[config.mk]
export PLATFORM = sky130hd
export DESIGN_NAME = lslf_ctrl
export DESIGN_NICKNAME = d
export VERILOG_FILES = /design/src/hdl/lslf_pkg.sv /design/src/hdl/lslf_ctrl.sv
export SDC_FILE = /design/constraint.sdc
export NUM_CORES = 1
export LEC_CHECK = 0
export ABC_AREA = 1
export CAP_MARGIN = 20
export CORE_AREA = 5 5 82 84
export CTS_CLUSTER_SIZE = 8
export DETAILED_ROUTE_END_ITERATION = 10
export DIE_AREA = 0 0 87 89
export DONT_BUFFER_PORTS = 1
export GPL_TIMING_DRIVEN = 0
export PLACE_DENSITY = 0.42
export SLEW_MARGIN = 40
export SYNTH_ARGS = -nofsm -noshare
export SYNTH_HDL_FRONTEND = slang
export SYNTH_SLANG_ARGS = --single-unit
[constraint.sdc]
create_clock -name clk -period 1.3 [get_ports clk]
set_input_delay 0.065 -clock clk [delete_from_list [all_inputs] [get_ports clk]]
set_output_delay 0.065 -clock clk [all_outputs]
set_load 0.01 [all_outputs]
[src/hdl/lslf_pkg.sv]
`default_nettype none
// ----------------------------------------------------------------------------
// lslf_pkg: shared types and constants of the 3D least-squares line fit
// Payload widths, operand codes, job numbers and the controller/datapath
// command, status and result structs.
// ----------------------------------------------------------------------------
package lslf_pkg;

	// fixed payload widths
	localparam int IN_W  = 24;
	localparam int OUT_W = 48;

	// parameter defaults
	localparam int MAX_POINTS_DEF = 64;
	localparam int COORD_BITS_DEF = 24;
	localparam int FRAC_BITS_DEF  = 16;

	// job numbering of the solve sequence
	localparam int JOB_W        = 4;
	localparam int JOB_LAST_MUL = 9;
	localparam int JOB_IERR     = 4;
	localparam int JOB_SERR     = 5;

	// derived widths
	function automatic int cnt_w(input int maxp);
		return $clog2(maxp + 1);
	endfunction

	function automatic int sq_w(input int maxp, input int cw);
		return 2 * cw + cnt_w(maxp);
	endfunction

	function automatic int num_w(input int maxp, input int cw);
		return 3 * cw + 2 * cnt_w(maxp);
	endfunction

	function automatic int dv_w(input int maxp, input int cw, input int fb);
		int a;
		int b;
		a = num_w(maxp, cw) + fb;
		b = sq_w(maxp, cw) + 2 * fb;
		return (a > b) ? a : b;
	endfunction

	function automatic int rt_w(input int maxp, input int cw, input int fb);
		return (dv_w(maxp, cw, fb) + 1) / 2;
	endfunction

	// operand select of the serial multiplier
	typedef enum logic [2:0] {
		OP_N,
		OP_SZ,
		OP_SX,
		OP_SY,
		OP_SZZ,
		OP_SXZ,
		OP_SYZ
	} op_t;

	typedef struct packed {
		logic             capture;
		logic             prod;
		logic             acc;
		logic             mul_load;
		logic             mul_step;
		logic             mul_clear;
		logic             mul_sub;
		op_t              a_sel;
		op_t              b_sel;
		logic             num_store;
		logic             check;
		logic             div_load;
		logic             div_step;
		logic             sqrt_load;
		logic             sqrt_step;
		logic             res_store;
		logic             out_load;
		logic [JOB_W-1:0] job;
	} cmd_t;

	typedef struct packed {
		logic last;
		logic den_pos;
	} sts_t;

	typedef struct packed {
		logic signed [OUT_W-1:0] intercept_x;
		logic signed [OUT_W-1:0] slope_x;
		logic signed [OUT_W-1:0] intercept_y;
		logic signed [OUT_W-1:0] slope_y;
		logic        [OUT_W-1:0] intercept_error;
		logic        [OUT_W-1:0] slope_error;
		logic                    degenerate;
		logic                    overflowed;
	} res_t;

endpackage
`default_nettype wire

[src/hdl/lslf_ctrl.sv]
`default_nettype none
// ----------------------------------------------------------------------------
// lslf_ctrl: line fit controller
// Sequences point accumulation, the ten products, the six divisions and the
// two square roots, and owns the result valid.
// ----------------------------------------------------------------------------
module lslf_ctrl #(
	parameter int MUL_STEPS  = lslf_pkg::sq_w(lslf_pkg::MAX_POINTS_DEF,
		lslf_pkg::COORD_BITS_DEF),
	parameter int DIV_STEPS  = lslf_pkg::dv_w(lslf_pkg::MAX_POINTS_DEF,
		lslf_pkg::COORD_BITS_DEF, lslf_pkg::FRAC_BITS_DEF),
	parameter int SQRT_STEPS = lslf_pkg::rt_w(lslf_pkg::MAX_POINTS_DEF,
		lslf_pkg::COORD_BITS_DEF, lslf_pkg::FRAC_BITS_DEF)
) (
	input  logic           clk,
	input  logic           arst_n,
	input  logic           in_valid,
	output logic           in_ready,
	output logic           out_valid,
	input  logic           out_ready,
	output lslf_pkg::cmd_t cmd,
	input  lslf_pkg::sts_t sts
);

	localparam int JOB_W = lslf_pkg::JOB_W;
	localparam int SW    = $clog2(DIV_STEPS + 1);

	typedef enum logic [3:0] {
		S_IDLE,
		S_PROD,
		S_ACC,
		S_MLOAD,
		S_MRUN,
		S_MEND,
		S_CHECK,
		S_DLOAD,
		S_DRUN,
		S_DEND,
		S_SLOAD,
		S_SRUN,
		S_SEND,
		S_DONE
	} state_t;

	typedef struct packed {
		lslf_pkg::op_t a;
		lslf_pkg::op_t b;
	} mulop_t;

	state_t           state_q;
	logic [JOB_W-1:0] job_q;
	logic [SW-1:0]    step_q;
	logic             out_valid_q;
	mulop_t           mop;

	// product list: den, then numerators of ax, bx, ay, by, two terms each
	function automatic mulop_t mul_ops(input logic [JOB_W-1:0] j);
		mulop_t m;
		case (j)
			4'd0:    m = '{lslf_pkg::OP_N,   lslf_pkg::OP_SZZ};
			4'd1:    m = '{lslf_pkg::OP_SZ,  lslf_pkg::OP_SZ};
			4'd2:    m = '{lslf_pkg::OP_SZZ, lslf_pkg::OP_SX};
			4'd3:    m = '{lslf_pkg::OP_SXZ, lslf_pkg::OP_SZ};
			4'd4:    m = '{lslf_pkg::OP_N,   lslf_pkg::OP_SXZ};
			4'd5:    m = '{lslf_pkg::OP_SX,  lslf_pkg::OP_SZ};
			4'd6:    m = '{lslf_pkg::OP_SZZ, lslf_pkg::OP_SY};
			4'd7:    m = '{lslf_pkg::OP_SYZ, lslf_pkg::OP_SZ};
			4'd8:    m = '{lslf_pkg::OP_N,   lslf_pkg::OP_SYZ};
			4'd9:    m = '{lslf_pkg::OP_SY,  lslf_pkg::OP_SZ};
			default: m = '{lslf_pkg::OP_N,   lslf_pkg::OP_N};
		endcase
		return m;
	endfunction

	assign mop      = mul_ops(job_q);
	assign in_ready = (state_q == S_IDLE);

	// commands decoded from state
	always_comb begin
		cmd       = '0;
		cmd.job   = job_q;
		cmd.a_sel = mop.a;
		cmd.b_sel = mop.b;
		case (state_q)
			S_IDLE:  cmd.capture   = in_valid;
			S_PROD:  cmd.prod      = 1'b1;
			S_ACC:   cmd.acc       = 1'b1;
			S_MLOAD: begin
				cmd.mul_load  = 1'b1;
				cmd.mul_sub   = job_q[0];
				cmd.mul_clear = !job_q[0];
			end
			S_MRUN:  cmd.mul_step  = 1'b1;
			S_MEND:  cmd.num_store = job_q[0];
			S_CHECK: cmd.check     = 1'b1;
			S_DLOAD: cmd.div_load  = 1'b1;
			S_DRUN:  cmd.div_step  = 1'b1;
			S_DEND:  cmd.res_store = (job_q < JOB_W'(lslf_pkg::JOB_IERR));
			S_SLOAD: cmd.sqrt_load = 1'b1;
			S_SRUN:  cmd.sqrt_step = 1'b1;
			S_SEND:  cmd.res_store = 1'b1;
			S_DONE:  cmd.out_load  = !out_valid_q || out_ready;
			default: cmd.job       = job_q;
		endcase
	end

	// state, counters and result valid
	always_ff @(posedge clk or negedge arst_n) begin
		if (!arst_n) begin
			state_q     <= S_IDLE;
			job_q       <= '0;
			step_q      <= '0;
			out_valid_q <= 1'b0;
		end else begin
			if (cmd.out_load) begin
				out_valid_q <= 1'b1;
			end else if (out_ready) begin
				out_valid_q <= 1'b0;
			end
			case (state_q)
				S_IDLE: begin
					if (in_valid) state_q <= S_PROD;
				end
				S_PROD: state_q <= S_ACC;
				S_ACC: begin
					job_q   <= '0;
					state_q <= sts.last ? S_MLOAD : S_IDLE;
				end
				S_MLOAD: begin
					step_q  <= '0;
					state_q <= S_MRUN;
				end
				S_MRUN: begin
					step_q <= step_q + SW'(1);
					if (step_q == SW'(MUL_STEPS - 1)) state_q <= S_MEND;
				end
				S_MEND: begin
					if (job_q == JOB_W'(lslf_pkg::JOB_LAST_MUL)) begin
						state_q <= S_CHECK;
					end else begin
						job_q   <= job_q + JOB_W'(1);
						state_q <= S_MLOAD;
					end
				end
				S_CHECK: begin
					job_q   <= '0;
					state_q <= sts.den_pos ? S_DLOAD : S_DONE;
				end
				S_DLOAD: begin
					step_q  <= '0;
					state_q <= S_DRUN;
				end
				S_DRUN: begin
					step_q <= step_q + SW'(1);
					if (step_q == SW'(DIV_STEPS - 1)) state_q <= S_DEND;
				end
				S_DEND: begin
					if (job_q >= JOB_W'(lslf_pkg::JOB_IERR)) begin
						state_q <= S_SLOAD;
					end else begin
						job_q   <= job_q + JOB_W'(1);
						state_q <= S_DLOAD;
					end
				end
				S_SLOAD: begin
					step_q  <= '0;
					state_q <= S_SRUN;
				end
				S_SRUN: begin
					step_q <= step_q + SW'(1);
					if (step_q == SW'(SQRT_STEPS - 1)) state_q <= S_SEND;
				end
				S_SEND: begin
					if (job_q == JOB_W'(lslf_pkg::JOB_SERR)) begin
						state_q <= S_DONE;
					end else begin
						job_q   <= job_q + JOB_W'(1);
						state_q <= S_DLOAD;
					end
				end
				S_DONE: begin
					if (cmd.out_load) state_q <= S_IDLE;
				end
				default: state_q <= S_IDLE;
			endcase
		end
	end

	assign out_valid = out_valid_q;

	// accepted point always moves on to the product stage
	a_accept: assert property (@(posedge clk) disable iff (!arst_n)
		(in_valid && in_ready) |=> (state_q == S_PROD))
		else $error("accepted point did not enter product stage");

	// result register is only loaded when free or being drained
	a_load_free: assert property (@(posedge clk) disable iff (!arst_n)
		cmd.out_load |-> (!out_valid_q || out_ready))
		else $error("result overwritten before it was taken");

	a_load_valid: assert property (@(posedge clk) disable iff (!arst_n)
		cmd.out_load |=> out_valid_q)
		else $error("loaded result not presented");

	// multiplier iteration counter stays within its length
	a_mul_len: assert property (@(posedge clk) disable iff (!arst_n)
		(state_q == S_MRUN) |-> (step_q < SW'(MUL_STEPS)))
		else $error("multiplier ran past its length");

	// no new point while the multiplier or divider is running
	a_no_accept: assert property (@(posedge clk) disable iff (!arst_n)
		(state_q == S_DRUN || state_q == S_MRUN) |-> !in_ready)
		else $error("point channel open during solve");

endmodule
`default_nettype wire

* Yosys cells after proc, flatten, opt, wreduce, memory -nomap -nowiden
Memories as Yosys holds them, arrays and structs flattened.
Cells that the tools add are included.
** Storage, ports and cells
- Flip-flop bits (word level) :: 16
- ROM bits :: 96
- Input port bits :: 6
- Logic and storage cells :: 79
- Memories kept :: 1
** Memory list
- (name not given) :: words 16, bits a word 6, read ports 1, clocked after memory_dff 0, wr ports 0, line lslf_ctrl.sv:59 : case (j)
** Operators by class
- Add/subtract/negate cells :: 2
- $lt $le $gt $ge :: 2
- Eq/ne operators :: 26
- Multiplexer cells :: 32
- Reductions and logical operators :: 12
** Operators by type and width (number)
- one-hot mux 4 bit (14 select lines) :: 1
- two-way mux 4 bit :: 11
- equality test 4 bit (second input constant) :: 7
- equality test 4 x 3 -> 1 bit (second input constant) :: 5
- != test 2 bit (second input constant) :: 8
- one-hot mux 4 bit (4 select lines) :: 1
- equality test 7 x 6 -> 1 bit (second input constant) :: 2
- two-way mux 1 bit :: 14
- one-hot mux 7 bit (2 select lines) :: 1
- equality test 4 x 2 -> 1 bit (second input constant) :: 2
- adder 7 x 1 -> 7 bit (second input constant) :: 1
- equality test 7 bit (second input constant) :: 1
- OR reduction 3 bit :: 2
- AND reduction 5 bit :: 1
- adder 4 x 1 -> 4 bit (second input constant) :: 1
- equality test 4 x 1 -> 1 bit (second input constant) :: 1
- >= comparator 4 x 3 -> 1 bit (second input constant) :: 1
- zero test 4 bit :: 1
- less-than comparator 4 x 3 -> 1 bit (second input constant) :: 1
- two-way mux 2 bit :: 2
- AND reduction 4 bit :: 1
- nonzero test 2 bit :: 2
- nonzero test 4 bit :: 1
- two-way mux 3 bit :: 1
- other kinds (4) :: 5

* Depth between registers and ports, before layout
- Depth after elaboration :: 5
- Depth in mapped cells :: 10
- Depth with buffers taken out :: 10

* Worst setup path after synthesis
No wires, ideal clock.
- Path kind :: reg-to-reg
- From :: reg job_q[1]
- To :: reg job_q[0]
- Setup time :: 0.117 ns
- Arrival time :: 1.264 ns
- Data required time :: 1.183 ns
- Setup slack :: -0.081 ns
- Stages on the path, launching flop included :: 11
- Buffers on the path :: 0
- Clock period less this slack :: 1.381 ns
- Path through :: dfrtp_1 > inv_1 > ha_1 > nand3_1 > inv_1 > nand2_1 > nand2_2 > nor2_4 > nand2_4 > nand2_1 > nand2_1
** On the way
- Word-level cells in the longest chain between the ends :: 3
- Elaborated cells on any way between the ends :: 7
- Classes of those cells :: order compare (1); eq/ne (5); reduce/logical (1)
** RTL lines
- start, declared :: line lslf_ctrl.sv:51 : logic [JOB_W-1:0] job_q;
- start signal, assigned :: line lslf_ctrl.sv:141 : job_q <= job_q + JOB_W'(1);
- start signal, assigned :: line lslf_ctrl.sv:161 : job_q <= job_q + JOB_W'(1);
- start signal, assigned :: line lslf_ctrl.sv:177 : job_q <= job_q + JOB_W'(1);
- >= comparator 4 x 3 -> 1 bit (tied with other cells) :: line lslf_ctrl.sv:158 : if (job_q >= JOB_W'(lslf_pkg::JOB_IERR)) begin
- != test 2 bit (no source line)
- AND reduction 4 bit (no source line) (*)
Every way passes the cells marked *; elsewhere a longest branch is shown, timed or not.
A chain may end at the register's enable or synchronous reset.

* Worst setup path after layout
- From :: reg job_q[0]
- To :: reg job_q[1]
** On the way
- Word-level cells in the longest chain between the ends :: 3
- Elaborated cells on any way between the ends :: 12
- Classes of those cells :: add/sub (1); order compare (1); eq/ne (5); mux (4); reduce/logical (1)
** RTL lines
- adder 4 x 1 -> 4 bit (tied with other cells) :: line lslf_ctrl.sv:141, lslf_ctrl.sv:161, lslf_ctrl.sv:177
- two-way mux 4 bit (tied with other cells) :: line lslf_ctrl.sv:174 : if (job_q == JOB_W'(lslf_pkg::JOB_SERR)) begin
- one-hot mux 4 bit (4 select lines) or AND reduction 4 bit (tied branches)
Several ways; a longest one is shown, not always the timed one. The select of a mux whose other input is x is not followed.

==> results by group <==
GRT
  • GRT Util Overall: 0.110
  • Initial antenna violation count: 0
  • Vias in the first global route: 1358
  • Global-route wire length before repair: 6690 microns
  • Largest net degree at the start of global routing: 17
  • Gr ovfl total: 0

Run status
  • Failing checks: negative setup slack
  • Status: finished with violations

Synthesis
  • Synth Register Bits: 16
  • Syn avg cell area: 6.63 sq um
  • Synth unique cells: 25
  • Cell area after synthesis: 1410 sq um
  • Mapped Nets: 225
  • Syn Inst Count: 212
  • Area leader, netlist: dfrtp_1
  • Warnings, synthesis: 0
  • Leading post-synthesis cells by cell area: dfrtp_1 28%, nand2_1 13%, nor2_1 8.5%
  • Register area share after synthesis: 0.285
  • Top cell type's share of synthesized area: 0.285

Critical path
  • Critical path class: flip-flop to flip-flop
  • R2R Setup Slk: -0.12 ns
  • Reg2reg path depth: 9
  • Crit. End Element: flip-flop
  • WP data arrival: 1.56 ns
  • Highest fanout seen on the critical path: 8
  • Worst Setup Start Kind: flip-flop
  • Critical Path RT: 1.44 ns
  • FF-to-FF End: job_q[1]
  • Worst r2r src: job_q[0]

Detailed routing
  • Drt total wl: 3990 microns
  • Drt first pass iters: 4
  • Avg WL per Cell: 12.8 microns
  • Antenna-violating nets left: 0
  • DR vias/cell: 4.49
  • Iteration-0 DRC Markers: 49
  • # DRC: 0
  • Detailed-route via count: 1400

Timing
  • Crit path time final: 1.42 ns
  • # setup viols final: 13
  • Post-route setup slack: -0.118 ns
  • RSZ-0062 raised after global routing: true
  • Tcrit/Tclk final: 1.09
  • Max Slew Vio Count: 0
  • Relative slew slack: 0.747
  • Hold Vio Cnt, Final: 0
  • Skew final: 0.000880 ns
  • Fmax: 0.705 GHz
  • Worst-margin pin slew: 0.380 ns

Final layout
  • Diode count: 0
  • Nets@finish: 251
  • Most common cell after layout, fill and taps aside: nand2_1
  • Final Cell Area: 1980 sq um
  • Most frequent cells in the layout: 36 x nand2_1, 18 x nand2_2, 17 x nor2_1, 17 x nand3_1
  • Share of cells above drive strength 1: 0.473
  • Area growth syn-to-layout: 41.0%

Worst hold path
  • Depth of the worst hold-timing path: 2
  • Worst Hold End: state_q[1]
  • Type of the tightest min-delay check: primary input to flip-flop
  • Worst Hold Launch: sts[1]

Floorplan
  • DIE AREA: 7740 sq um
  • Initial core utilization: 0.240
  • Core area: 5850 sq um
  • I/O pin total: 33
  • Chip height: 89 microns
  • FP Rows: 28
  • Die X: 87 microns

Pwr
  • Leakage: 0.925 nW
  • Pwr dens: 2060 nW/um^2
  • VDD IR max: 0.822 mV

Place
  • Setup slack at placement: -0.228 ns
  • Number of port buffers: 0
  • HPWL after detailed placement: 3080 microns
  • Final GP Congestion: 0.787
  • Area after DPL: 1530 sq um

Clocking
  • Worst-skew pair later-pin latency: 0.25 ns
  • TritonCTS Buffers: 3
  • Clock sinks: 16
  • CTS tree: done
  • Maximum buffer depth of the clock tree: 2
  • Clock slew at reported path FFs: 0.06 ns
  • CTS Root Cell: clkbuf_8
  • CTS H-tree lvls: 1

Flow run
  • Max_cap viols: 0
## cells in the mapped netlist, drive strengths merged
master,number
xor2,3
inv,35
o22ai,3
nand2,60
nand4,2
dfrtp,16
ha,7
nand3,20
o21ai,11
a31oi,1
a21oi,5
buf,1
nand3b,3
or2,1
nor2,40
nor3,1
xnor2,1
o31ai,2
## flip-flops by register name, indices dropped and copies added, names as in the netlist
signal     flops
out_valid      1
state_q        4
step_q         7
job_q          4
## critical path, cell delays in order, from the launching register on
cell and delay, ns:
dfrtp_2 0.51, ha_4 0.20, nand3_2 0.06, inv_2 0.04
nand2_2 0.07, nand2_4 0.06, nor2_4 0.18, nand2_4 0.08
nand2_1 0.06, nand2_1 0.05
## logic make-up after synthesis
logic type / count (synthesis) / share of synthesized area
flip-flops: 16 / 0.285
AO/OA/AOI/OAI: 22 / 0.0854
buffers and inverters: 36 / 0.0970
AND/OR/NAND/NOR: 127 / 0.446
XOR/XNOR: 4 / 0.0249
adder cells (fa/ha/maj): 7 / 0.0623
## where the power goes
group / switching [W] / internal [W] / total [W] / leakage, nW
combinational: 0.00163 / 0.00105 / 0.00268 / 0.699
clock: 0.000170 / 0.000217 / 0.000387 / 0.0228
sequential: 0.000357 / 0.000661 / 0.00102 / 0.203
total: 0.00216 / 0.00193 / 0.00409 / 0.925
## how the worst max path moves through the flow
stage               start    endpoint  cells past startpoint
2_1_floorplan    job_q[2]    job_q[3]                      9
3_3_place_gp   state_q[3]  state_q[0]                      9
3_5_place_dp   state_q[3]  state_q[0]                      9
4_1_cts          job_q[0]    job_q[1]                      9
5_1_grt         step_q[0]  state_q[0]                      9
6_report         job_q[0]    job_q[1]                      9
## what timing repair did
| action | CTS | global route |
|---|---|---|
| endpoints found under the hold margin | 18 | 16 |
| pin swaps | 17 | 14 |
| setup buffers | 10 | 7 |
| gates resized for setup | 55 | 33 |
| endpoints found under the setup margin | 31 | 31 |
| hold buffers | 3 | 1 |
## cell type report
type	count	area, sq um
Fill cell	657	3870
Multi-Input combinational cell	160	1100
Sequential cell	16	409
Timing Repair Buffer	21	166
Inverter	35	154
Tap cell	75	93.8
Clock buffer	4	45.0
Buffer	1	11.3
## metal layers
layer | GRT usage | share of wire
met5 | 0 | 0
met2 | 0.179 | 0.47
met3 | 0.0221 | 0.050
met1 | 0.147 | 0.46
met4 | 0.0340 | 0.012
## per-stage QoR
stage	hold WS, ns	setup TNS (ns)	cells	utilization	power, W
global placement	-0.230	-2.14	287	0.261	0.00283
detailed placement	-0.230	-2.22	287	0.261	0.00283
CTS	0.0123	-1.00	304	0.312	0.00378
floorplan	-0.231	0	212	-	0.00242
global route	0.0114	-2.77	312	0.339	0.00446
finish	0.00544	-0.827	312	0.339	0.00409
No activity file was read; power rests on OpenSTA's default activity.
